`src/sv/cidrt_pkg.sv`:
```
`timescale 1ns / 1ps

package cidrt_pkg;

    localparam int ID_W     = 32;
    localparam int NAME_W   = 16;
    localparam int CMD_W    = 2;
    localparam int STATUS_W = 3;
    localparam int SLOT_W   = 4;
    localparam int COUNT_W  = 5;

    localparam logic [CMD_W-1:0] CMD_UPSERT = 2'd0;
    localparam logic [CMD_W-1:0] CMD_REMOVE = 2'd1;
    localparam logic [CMD_W-1:0] CMD_LOOKUP = 2'd2;

    localparam logic [STATUS_W-1:0] ST_UPDATED   = 3'd0;
    localparam logic [STATUS_W-1:0] ST_INSERTED  = 3'd1;
    localparam logic [STATUS_W-1:0] ST_FULL      = 3'd2;
    localparam logic [STATUS_W-1:0] ST_REMOVED   = 3'd3;
    localparam logic [STATUS_W-1:0] ST_NOT_FOUND = 3'd4;
    localparam logic [STATUS_W-1:0] ST_FOUND     = 3'd5;

    // Per-cycle commands broadcast to every cell of the chain.
    typedef struct packed {
        logic capture;   // compare stored id against the incoming key
        logic update;    // first matching cell takes the new handle
        logic insert;    // cell at the tail takes the new id and handle
        logic remove;    // matching cell and all later cells take the neighbor's entry
    } t_cell_ctl;

endpackage

```
`src/sv/cidrt_cell.sv`:
```
`timescale 1ns / 1ps

module cidrt_cell #(
    parameter int CW       = 5,
    parameter int SLOT_IDX = 0
) (
    input  logic                      i_clk,
    input  cidrt_pkg::t_cell_ctl      i_ctl,
    input  logic [CW-1:0]             i_count,
    input  logic [cidrt_pkg::ID_W-1:0]   i_probe_key,
    input  logic [cidrt_pkg::ID_W-1:0]   i_key,
    input  logic [cidrt_pkg::NAME_W-1:0] i_name,
    input  logic [cidrt_pkg::ID_W-1:0]   i_next_id,
    input  logic [cidrt_pkg::NAME_W-1:0] i_next_name,
    input  logic                      i_seen,
    output logic                      o_seen,
    output logic                      o_first,
    output logic [cidrt_pkg::ID_W-1:0]   o_id,
    output logic [cidrt_pkg::NAME_W-1:0] o_name
);
    import cidrt_pkg::*;

    localparam logic [CW-1:0] LIDX = CW'(SLOT_IDX);

    logic [ID_W-1:0]   r_id;
    logic [NAME_W-1:0] r_name;
    logic              r_match;
    logic              w_live;

    assign w_live  = (LIDX < i_count);
    // A match is the first one in the chain when no earlier cell matched.
    assign o_first = r_match & ~i_seen;
    assign o_seen  = r_match | i_seen;
    assign o_id    = r_id;
    assign o_name  = r_name;

    always_ff @(posedge i_clk) begin
        if (i_ctl.capture) begin
            r_match <= w_live && (r_id == i_probe_key);
        end
    end

    always_ff @(posedge i_clk) begin
        if (i_ctl.remove && o_seen) begin
            r_id   <= i_next_id;
            r_name <= i_next_name;
        end else if (i_ctl.insert && (LIDX == i_count)) begin
            r_id   <= i_key;
            r_name <= i_name;
        end else if (i_ctl.update && o_first) begin
            r_name <= i_name;
        end
    end

endmodule

```
`src/sv/client_id_registry_table_top.sv`:
```
`timescale 1ns / 1ps

// Client id registry: a table of connection ids with name handles, packed from slot zero.
// The input channel (i_in_valid / o_in_ready) carries one command per transfer:
// upsert, remove or lookup, with the id to match and, for upsert, the new handle.
// The output channel (o_out_valid / i_out_ready) returns exactly one result per
// command: status, slot, whether the id was present, its previous handle and the
// number of live entries after the command.
// When a command is accepted, every cell registers the compare of its id with the key.
// Once the output register is free, the cells resolve the first match, update or
// shift, and the result is loaded into the output register.
// The block takes a new command only after the pending one has executed; the
// compare and the update of the cell chain are separate register steps.
// If the receiver stalls, the result waits in the output register and the
// pending command waits in the chain until the register is free; o_in_ready
// stays low while a command is pending.
// Reset clears the entry count and the handshake state; the cells need no
// clearing since only slots below the entry count are ever matched or read.

module client_id_registry_table_top #(
    parameter int TABLE_SLOTS = 16
) (
    input  logic                                i_clk,
    input  logic                                i_rst_n,
    input  logic                                i_in_valid,
    output logic                                o_in_ready,
    input  logic [cidrt_pkg::CMD_W-1:0]         i_cmd,
    input  logic [cidrt_pkg::ID_W-1:0]          i_client_id,
    input  logic [cidrt_pkg::NAME_W-1:0]        i_name_ref,
    output logic                                o_out_valid,
    input  logic                                i_out_ready,
    output logic [cidrt_pkg::STATUS_W-1:0]      o_status,
    output logic [cidrt_pkg::SLOT_W-1:0]        o_slot,
    output logic                                o_had_entry,
    output logic [cidrt_pkg::NAME_W-1:0]        o_prev_name_ref,
    output logic [cidrt_pkg::COUNT_W-1:0]       o_entry_count
);
    import cidrt_pkg::*;

    localparam int CW = $clog2(TABLE_SLOTS + 1);
    localparam int IW = $clog2(TABLE_SLOTS);
    localparam logic [CW-1:0] FULL_COUNT = CW'(TABLE_SLOTS);

    // Pending command, captured at acceptance, and the entry count.
    logic              r_busy;
    logic [CMD_W-1:0]  r_cmd;
    logic [ID_W-1:0]   r_key;
    logic [NAME_W-1:0] r_name;
    logic [CW-1:0]     r_count;
    logic [CW-1:0]     n_count;

    // Output register.
    logic                r_out_valid;
    logic [STATUS_W-1:0] r_status;
    logic [STATUS_W-1:0] n_status;
    logic [SLOT_W-1:0]   r_slot;
    logic                r_had;
    logic [NAME_W-1:0]   r_prev;
    logic [COUNT_W-1:0]  r_ecount;

    logic w_accept;
    logic w_exec;
    logic w_hit;
    logic w_full;
    logic w_insert;
    t_cell_ctl w_ctl;

    logic [ID_W-1:0]   w_id   [TABLE_SLOTS];
    logic [NAME_W-1:0] w_name [TABLE_SLOTS];
    logic [TABLE_SLOTS:0]   w_seen;
    logic [TABLE_SLOTS-1:0] w_first;

    logic [IW-1:0]      w_hit_slot;
    logic [NAME_W-1:0]  w_hit_name;
    logic [IW-1:0]      w_slot;
    logic [IW+SLOT_W-1:0]  w_slot_ext;
    logic [CW+COUNT_W-1:0] w_count_ext;

    assign w_accept = i_in_valid && !r_busy;
    // The pending command executes once the output register can take its result.
    assign w_exec   = r_busy && (!r_out_valid || i_out_ready);
    assign w_hit    = w_seen[TABLE_SLOTS];
    assign w_full   = (r_count == FULL_COUNT);
    assign w_insert = (r_cmd == CMD_UPSERT) && !w_hit && !w_full;

    assign w_ctl.capture = w_accept;
    assign w_ctl.update  = w_exec && (r_cmd == CMD_UPSERT) && w_hit;
    assign w_ctl.insert  = w_exec && w_insert;
    assign w_ctl.remove  = w_exec && (r_cmd == CMD_REMOVE) && w_hit;

    assign w_seen[0] = 1'b0;

    for (genvar g = 0; g < TABLE_SLOTS; g++) begin : g_cell
        logic [ID_W-1:0]   w_next_id;
        logic [NAME_W-1:0] w_next_name;

        if (g == TABLE_SLOTS - 1) begin : g_tail
            // The last cell shifts in zeros; its content is dead after a removal.
            assign w_next_id   = '0;
            assign w_next_name = '0;
        end else begin : g_link
            assign w_next_id   = w_id[g+1];
            assign w_next_name = w_name[g+1];
        end

        cidrt_cell #(
            .CW       (CW),
            .SLOT_IDX (g)
        ) u_cell (
            .i_clk       (i_clk),
            .i_ctl       (w_ctl),
            .i_count     (r_count),
            .i_probe_key (i_client_id),
            .i_key       (r_key),
            .i_name      (r_name),
            .i_next_id   (w_next_id),
            .i_next_name (w_next_name),
            .i_seen      (w_seen[g]),
            .o_seen      (w_seen[g+1]),
            .o_first     (w_first[g]),
            .o_id        (w_id[g]),
            .o_name      (w_name[g])
        );
    end

    // At most one cell reports the first match, so the slot and handle are an OR.
    always_comb begin
        w_hit_slot = '0;
        w_hit_name = '0;
        for (int k = 0; k < TABLE_SLOTS; k++) begin
            if (w_first[k]) begin
                w_hit_slot = w_hit_slot | IW'(k);
                w_hit_name = w_hit_name | w_name[k];
            end
        end
    end

    always_comb begin
        if (w_hit) begin
            w_slot = w_hit_slot;
        end else if (w_insert) begin
            w_slot = IW'(r_count);
        end else begin
            w_slot = '0;
        end
    end

    always_comb begin
        n_count = r_count;
        case (r_cmd)
            CMD_UPSERT: begin
                if (w_hit) begin
                    n_status = ST_UPDATED;
                end else if (w_full) begin
                    n_status = ST_FULL;
                end else begin
                    n_status = ST_INSERTED;
                    n_count  = r_count + CW'(1);
                end
            end
            CMD_REMOVE: begin
                if (w_hit) begin
                    n_status = ST_REMOVED;
                    n_count  = r_count - CW'(1);
                end else begin
                    n_status = ST_NOT_FOUND;
                end
            end
            default: begin
                // Lookup, and the unused code behaves the same way.
                n_status = w_hit ? ST_FOUND : ST_NOT_FOUND;
            end
        endcase
    end

    assign w_slot_ext  = {{SLOT_W{1'b0}}, w_slot};
    assign w_count_ext = {{COUNT_W{1'b0}}, n_count};

    always_ff @(posedge i_clk) begin
        if (!i_rst_n) begin
            r_busy      <= 1'b0;
            r_count     <= '0;
            r_out_valid <= 1'b0;
        end else begin
            if (w_accept) begin
                r_busy <= 1'b1;
            end else if (w_exec) begin
                r_busy <= 1'b0;
            end

            if (w_exec) begin
                r_count     <= n_count;
                r_out_valid <= 1'b1;
            end else if (i_out_ready) begin
                r_out_valid <= 1'b0;
            end
        end
    end

    always_ff @(posedge i_clk) begin
        if (w_accept) begin
            r_cmd  <= i_cmd;
            r_key  <= i_client_id;
            r_name <= i_name_ref;
        end
        if (w_exec) begin
            r_status <= n_status;
            r_slot   <= w_slot_ext[SLOT_W-1:0];
            r_had    <= w_hit;
            r_prev   <= w_hit_name;
            r_ecount <= w_count_ext[COUNT_W-1:0];
        end
    end

    assign o_in_ready      = !r_busy;
    assign o_out_valid     = r_out_valid;
    assign o_status        = r_status;
    assign o_slot          = r_slot;
    assign o_had_entry     = r_had;
    assign o_prev_name_ref = r_prev;
    assign o_entry_count   = r_ecount;

endmodule

```
`config.mk`:
```
export PLATFORM = sky130hd
export DESIGN_NAME = client_id_registry_table_top
export DESIGN_NICKNAME = d
export VERILOG_FILES = /design/src/sv/cidrt_pkg.sv /design/src/sv/cidrt_cell.sv /design/src/sv/client_id_registry_table_top.sv
export SDC_FILE = /design/constraint.sdc
export NUM_CORES = 2
export LEC_CHECK = 0
export BUFFER_PORTS_ARGS = -buffer_cell sky130_fd_sc_hd__buf_2
export CORE_MARGIN = 2
export CORE_UTILIZATION = 63
export CTS_CLUSTER_DIAMETER = 100
export DETAILED_ROUTE_END_ITERATION = 12
export PLACE_DENSITY = 0.8
export SYNTH_ARGS = -nofsm -noshare
export SYNTH_HDL_FRONTEND = slang
export SYNTH_SLANG_ARGS = --single-unit
```
`constraint.sdc`:
```
create_clock -name i_clk -period 5.5 [get_ports i_clk]
set_input_delay 1.65 -clock i_clk [delete_from_list [all_inputs] [get_ports i_clk]]
set_output_delay 1.65 -clock i_clk [all_outputs]
set_load 0.02 [all_outputs]
```
==> impl_results.md <==
- Outcome: complete, no violations
- Clock skew: between 0.02 and 0.03 ns
- Wirelength, routed: 128000 um
- Worst path required time: between 5 and 6 ns
- Die ar.: just over 0.07 mm^2
- DR pass1 iterations: 10
- Switching pwr: 3.67 mW
- Internal power: 11.6 mW
- R2R Setup Slk: 0.96 ns
- Arrival time worst endpoint: ~4.8 ns
- Vias in the first global route: approximately 28000
- Total grt overflow: 0
- Worst r2r path cells: 10
- Post-Layout Cell Count: 4154
- CTS Buffer Depth: 3
- Resize count post-CTS: 0
- Post-synth EDFFs: between 800 and 900
- H-tree depth: 3
- Pins Over Slew Limit: 0
- Post-CTS setup buffer count: 0
- Global-route wire length before repair: 186000 um
- Pwr Density: 317 mW/mm^2
- Number of diodes: 0
- DRT iter0 DRCs: around 3900
- Post-place setup slack: 0.868 ns
- Antenna Nets Post-Route: 0
- Via Count: 28100
- DRC Markers: 0
- Input/output buffers: 84
- Antenna violations before repair: 6
- DR WL/cell: 30.8 um
- Seq pwr share: between 50% and 60%
- CTS Sinks: 870
- GPL Wtd Cong: 0.966
- Final #Nets: 3197
- Asr flop ratio synth: 0%
- CP startpoint kind: flop
- Layout cell share with drive strength beyond 1: 33.5%
- Die Width: 269 um
- Inst Count DP: 3985
- Synth warn: 0
- Hold Path End: g_cell[15].u_cell.o_name[0]
- CTS tree: done
- Hold Path Class: flop to flop
- Sequential area share after synthesis: 58.0%
- Hold Vio Cnt, Final: 0
- Syn nets: about 3200
- Hold Crit Start: g_cell[15].u_cell.o_name[0]
- Starting Density: 63.3%
- Worst setup EP type: flop
- Hold WS: 0.475 ns
- Tot GR Track Use: between 30% and 40%
- Hold_buf cts: 0
- Avg Inst Size Synth: 14.0 um^2
- RSZ-0062 raised after global routing: no
- Num ports: 85
- Worst R2R Start: g_cell[1].u_cell.r_match
- Cts bufs inserted: 91
- Largest net degree at the start of global routing: 67
- Post-DP HPWL: ~90000 um
- Peak Freq: approximately 0.22 GHz
- Static leakage: between 15 and 20 nW
- Period utilisation layout: 82.6%
- Worst setup margin: between 0.9 and 1 ns
- Die height: 269 um
- # rows: 97
- Synth Flop Type: edfxtp_1
- DR vias/cell: 6.76
- Syn Std Cell Area: 0.0441 mm^2
- Slew @ Worst Pin: 1.32 ns
- Worst Hold Depth: 2
- Core area: 0.0697 mm^2
- Yosys reg bits: 870
- Post-Synthesis Cells: 3139
- Final setup viols: 0
- Critical path class: flop to flop
- Min Clock Period, post-route: between 4 and 5 ns
- Reg2reg end: g_cell[8].u_cell.o_id[13]
- VDD IR-drop max: approximately 290 uV
- Crit-path max FO: 37
- Comb pwr share: under 10%
- Layout area overhead: 9.41%
- CTS root buf: clkbuf_16
- Clk slew on worst S/H paths: around 0.06 ns
- Clock latency on the worst-skew pair: 0.66 ns
- Final setup TNS: 0 ns
- Max-cap violations: 0
- Switching fraction of total power: between 20% and 30%
- Clock power share: 40.5%
- Yosys cell types: 69
- Slew HR: 11.4%
stage by stage:
step | cell area, um^2 | utilization, % | total power, mW
CTS | 48300 | 69.3 | 15.3
global route | 48300 | 69.3 | 15.6
detailed placement | 45300 | 65.0 | 9.19
finish | 48300 | 69.3 | 15.3
floorplan | 44100 | - | 8.69
global placement | 45300 | 65.0 | 9.15
worst max-delay path, stage by stage, from the launching register on:
cell      delay [ns]
edfxtp_1        1.18
nor4_4          0.08
buf_4           0.28
and4_1          0.21
buf_4           0.20
inv_2           0.39
nand2_1         0.44
nor2_4          0.57
buf_12          0.27
a21o_1          0.11
buf_4           0.38
power by group through the flow:
stage / logic [mW] / clock network, mW / registers [mW]
2_1_floorplan: 0.956 / 0 / 7.73
3_3_place_gp: 1.25 / 0 / 7.89
3_5_place_dp: 1.29 / 0 / 7.90
4_1_cts: 1.30 / 6.21 / 7.76
5_1_grt: 1.40 / 6.47 / 7.78
6_report: 1.33 / 6.18 / 7.77
logic make-up after synthesis:
| logic type | share of synthesized area, % |
|---|---|
| buffers and inverters | 2.81 |
| AOI/OAI and AO/OA | 3.90 |
| DFF | 58.0 |
| and+or+nand+nor | 6.48 |
| muxes | 18.5 |
| xor gates and xnor gates | 10.2 |
| adders and majority gates | 0.142 |
how the worst max path moves through the flow:
stage | start | to | slack (ns) | depth (start not counted)
final | g_cell[1].u_cell.r_match | g_cell[8].u_cell.o_id[13] | 0.96 | 10
after global routing | g_cell[1].u_cell.r_match | g_cell[8].u_cell.o_id[6] | 0.78 | 10
after CTS | g_cell[1].u_cell.r_match | g_cell[8].u_cell.o_id[13] | 1.05 | 10
after detailed placement | i_out_ready | g_cell[8].u_cell.o_id[25] | 0.87 | 8
after global placement | i_out_ready | g_cell[8].u_cell.o_id[11] | 0.97 | 8
after floorplan | i_in_valid | g_cell[0].u_cell.r_match | 0.45 | 1
synthesized netlist by cell type (29+ instances only):
master	number	area [um^2]
buf_2	82	410
nand4_1	60	375
mux2_2	720	8110
nor4_1	97	607
clkbuf_1	132	495
o21ai_0	29	145
xnor2_1	183	1600
nand3_1	47	235
a21oi_1	70	350
xor2_1	332	2910
edfxtp_1	815	24500
dfxtp_1	55	1100
nand2_1	175	657
a22oi_1	47	353
cells in the final DEF, fill, tap and decap left out, drive strengths merged, types with 18 or more instances in the layout:
cell,netlist,routed
nor3,18,18
nor4,107,107
dfxtp,55,55
buf,128,167
a22oi,47,47
nand3,47,47
clkinv,0,32
nand4,60,60
mux2,720,720
xor2,332,332
nand2,175,175
and4,18,18
xnor2,183,183
edfxtp,815,815
nor2,23,23
a21oi,77,77
clkbuf,133,121
o21ai,32,32
area by class of cell:
| class | count | area (um^2) |
|---|---|---|
| flip-flops and latches | 870 | 25600 |
| inverters | 8 | 30.0 |
| clock buffers | 121 | 2500 |
| fillers | 4705 | 21400 |
| clock inverters | 48 | 458 |
| well taps | 940 | 1180 |
| multi-input cells | 2000 | 17400 |
| repair buffers | 167 | 1070 |
metal layers:
layer  global-route usage, %  share of wire (%)  vias up
met5                       0              0.029        -
li1                        -                  -    11800
met4                    18.0                5.5        6
met2                    58.5                 49     1693
met1                    44.8                 36    14200
met3                    6.69                9.5      378
registers in the layout, indices dropped and copies added (netlist names):
register,flops
g_cell.u_cell.o_id,512
g_cell.u_cell.o_name,256
g_cell.u_cell.r_match,16
o_entry_count,5
o_had_entry,1
o_out_valid,1
o_prev_name_ref,16
o_slot,4
o_status,3
r_busy,1
r_cmd,2
r_count,5
r_key,32
r_name,16
Note: power is estimated with default switching activity, not from simulation.
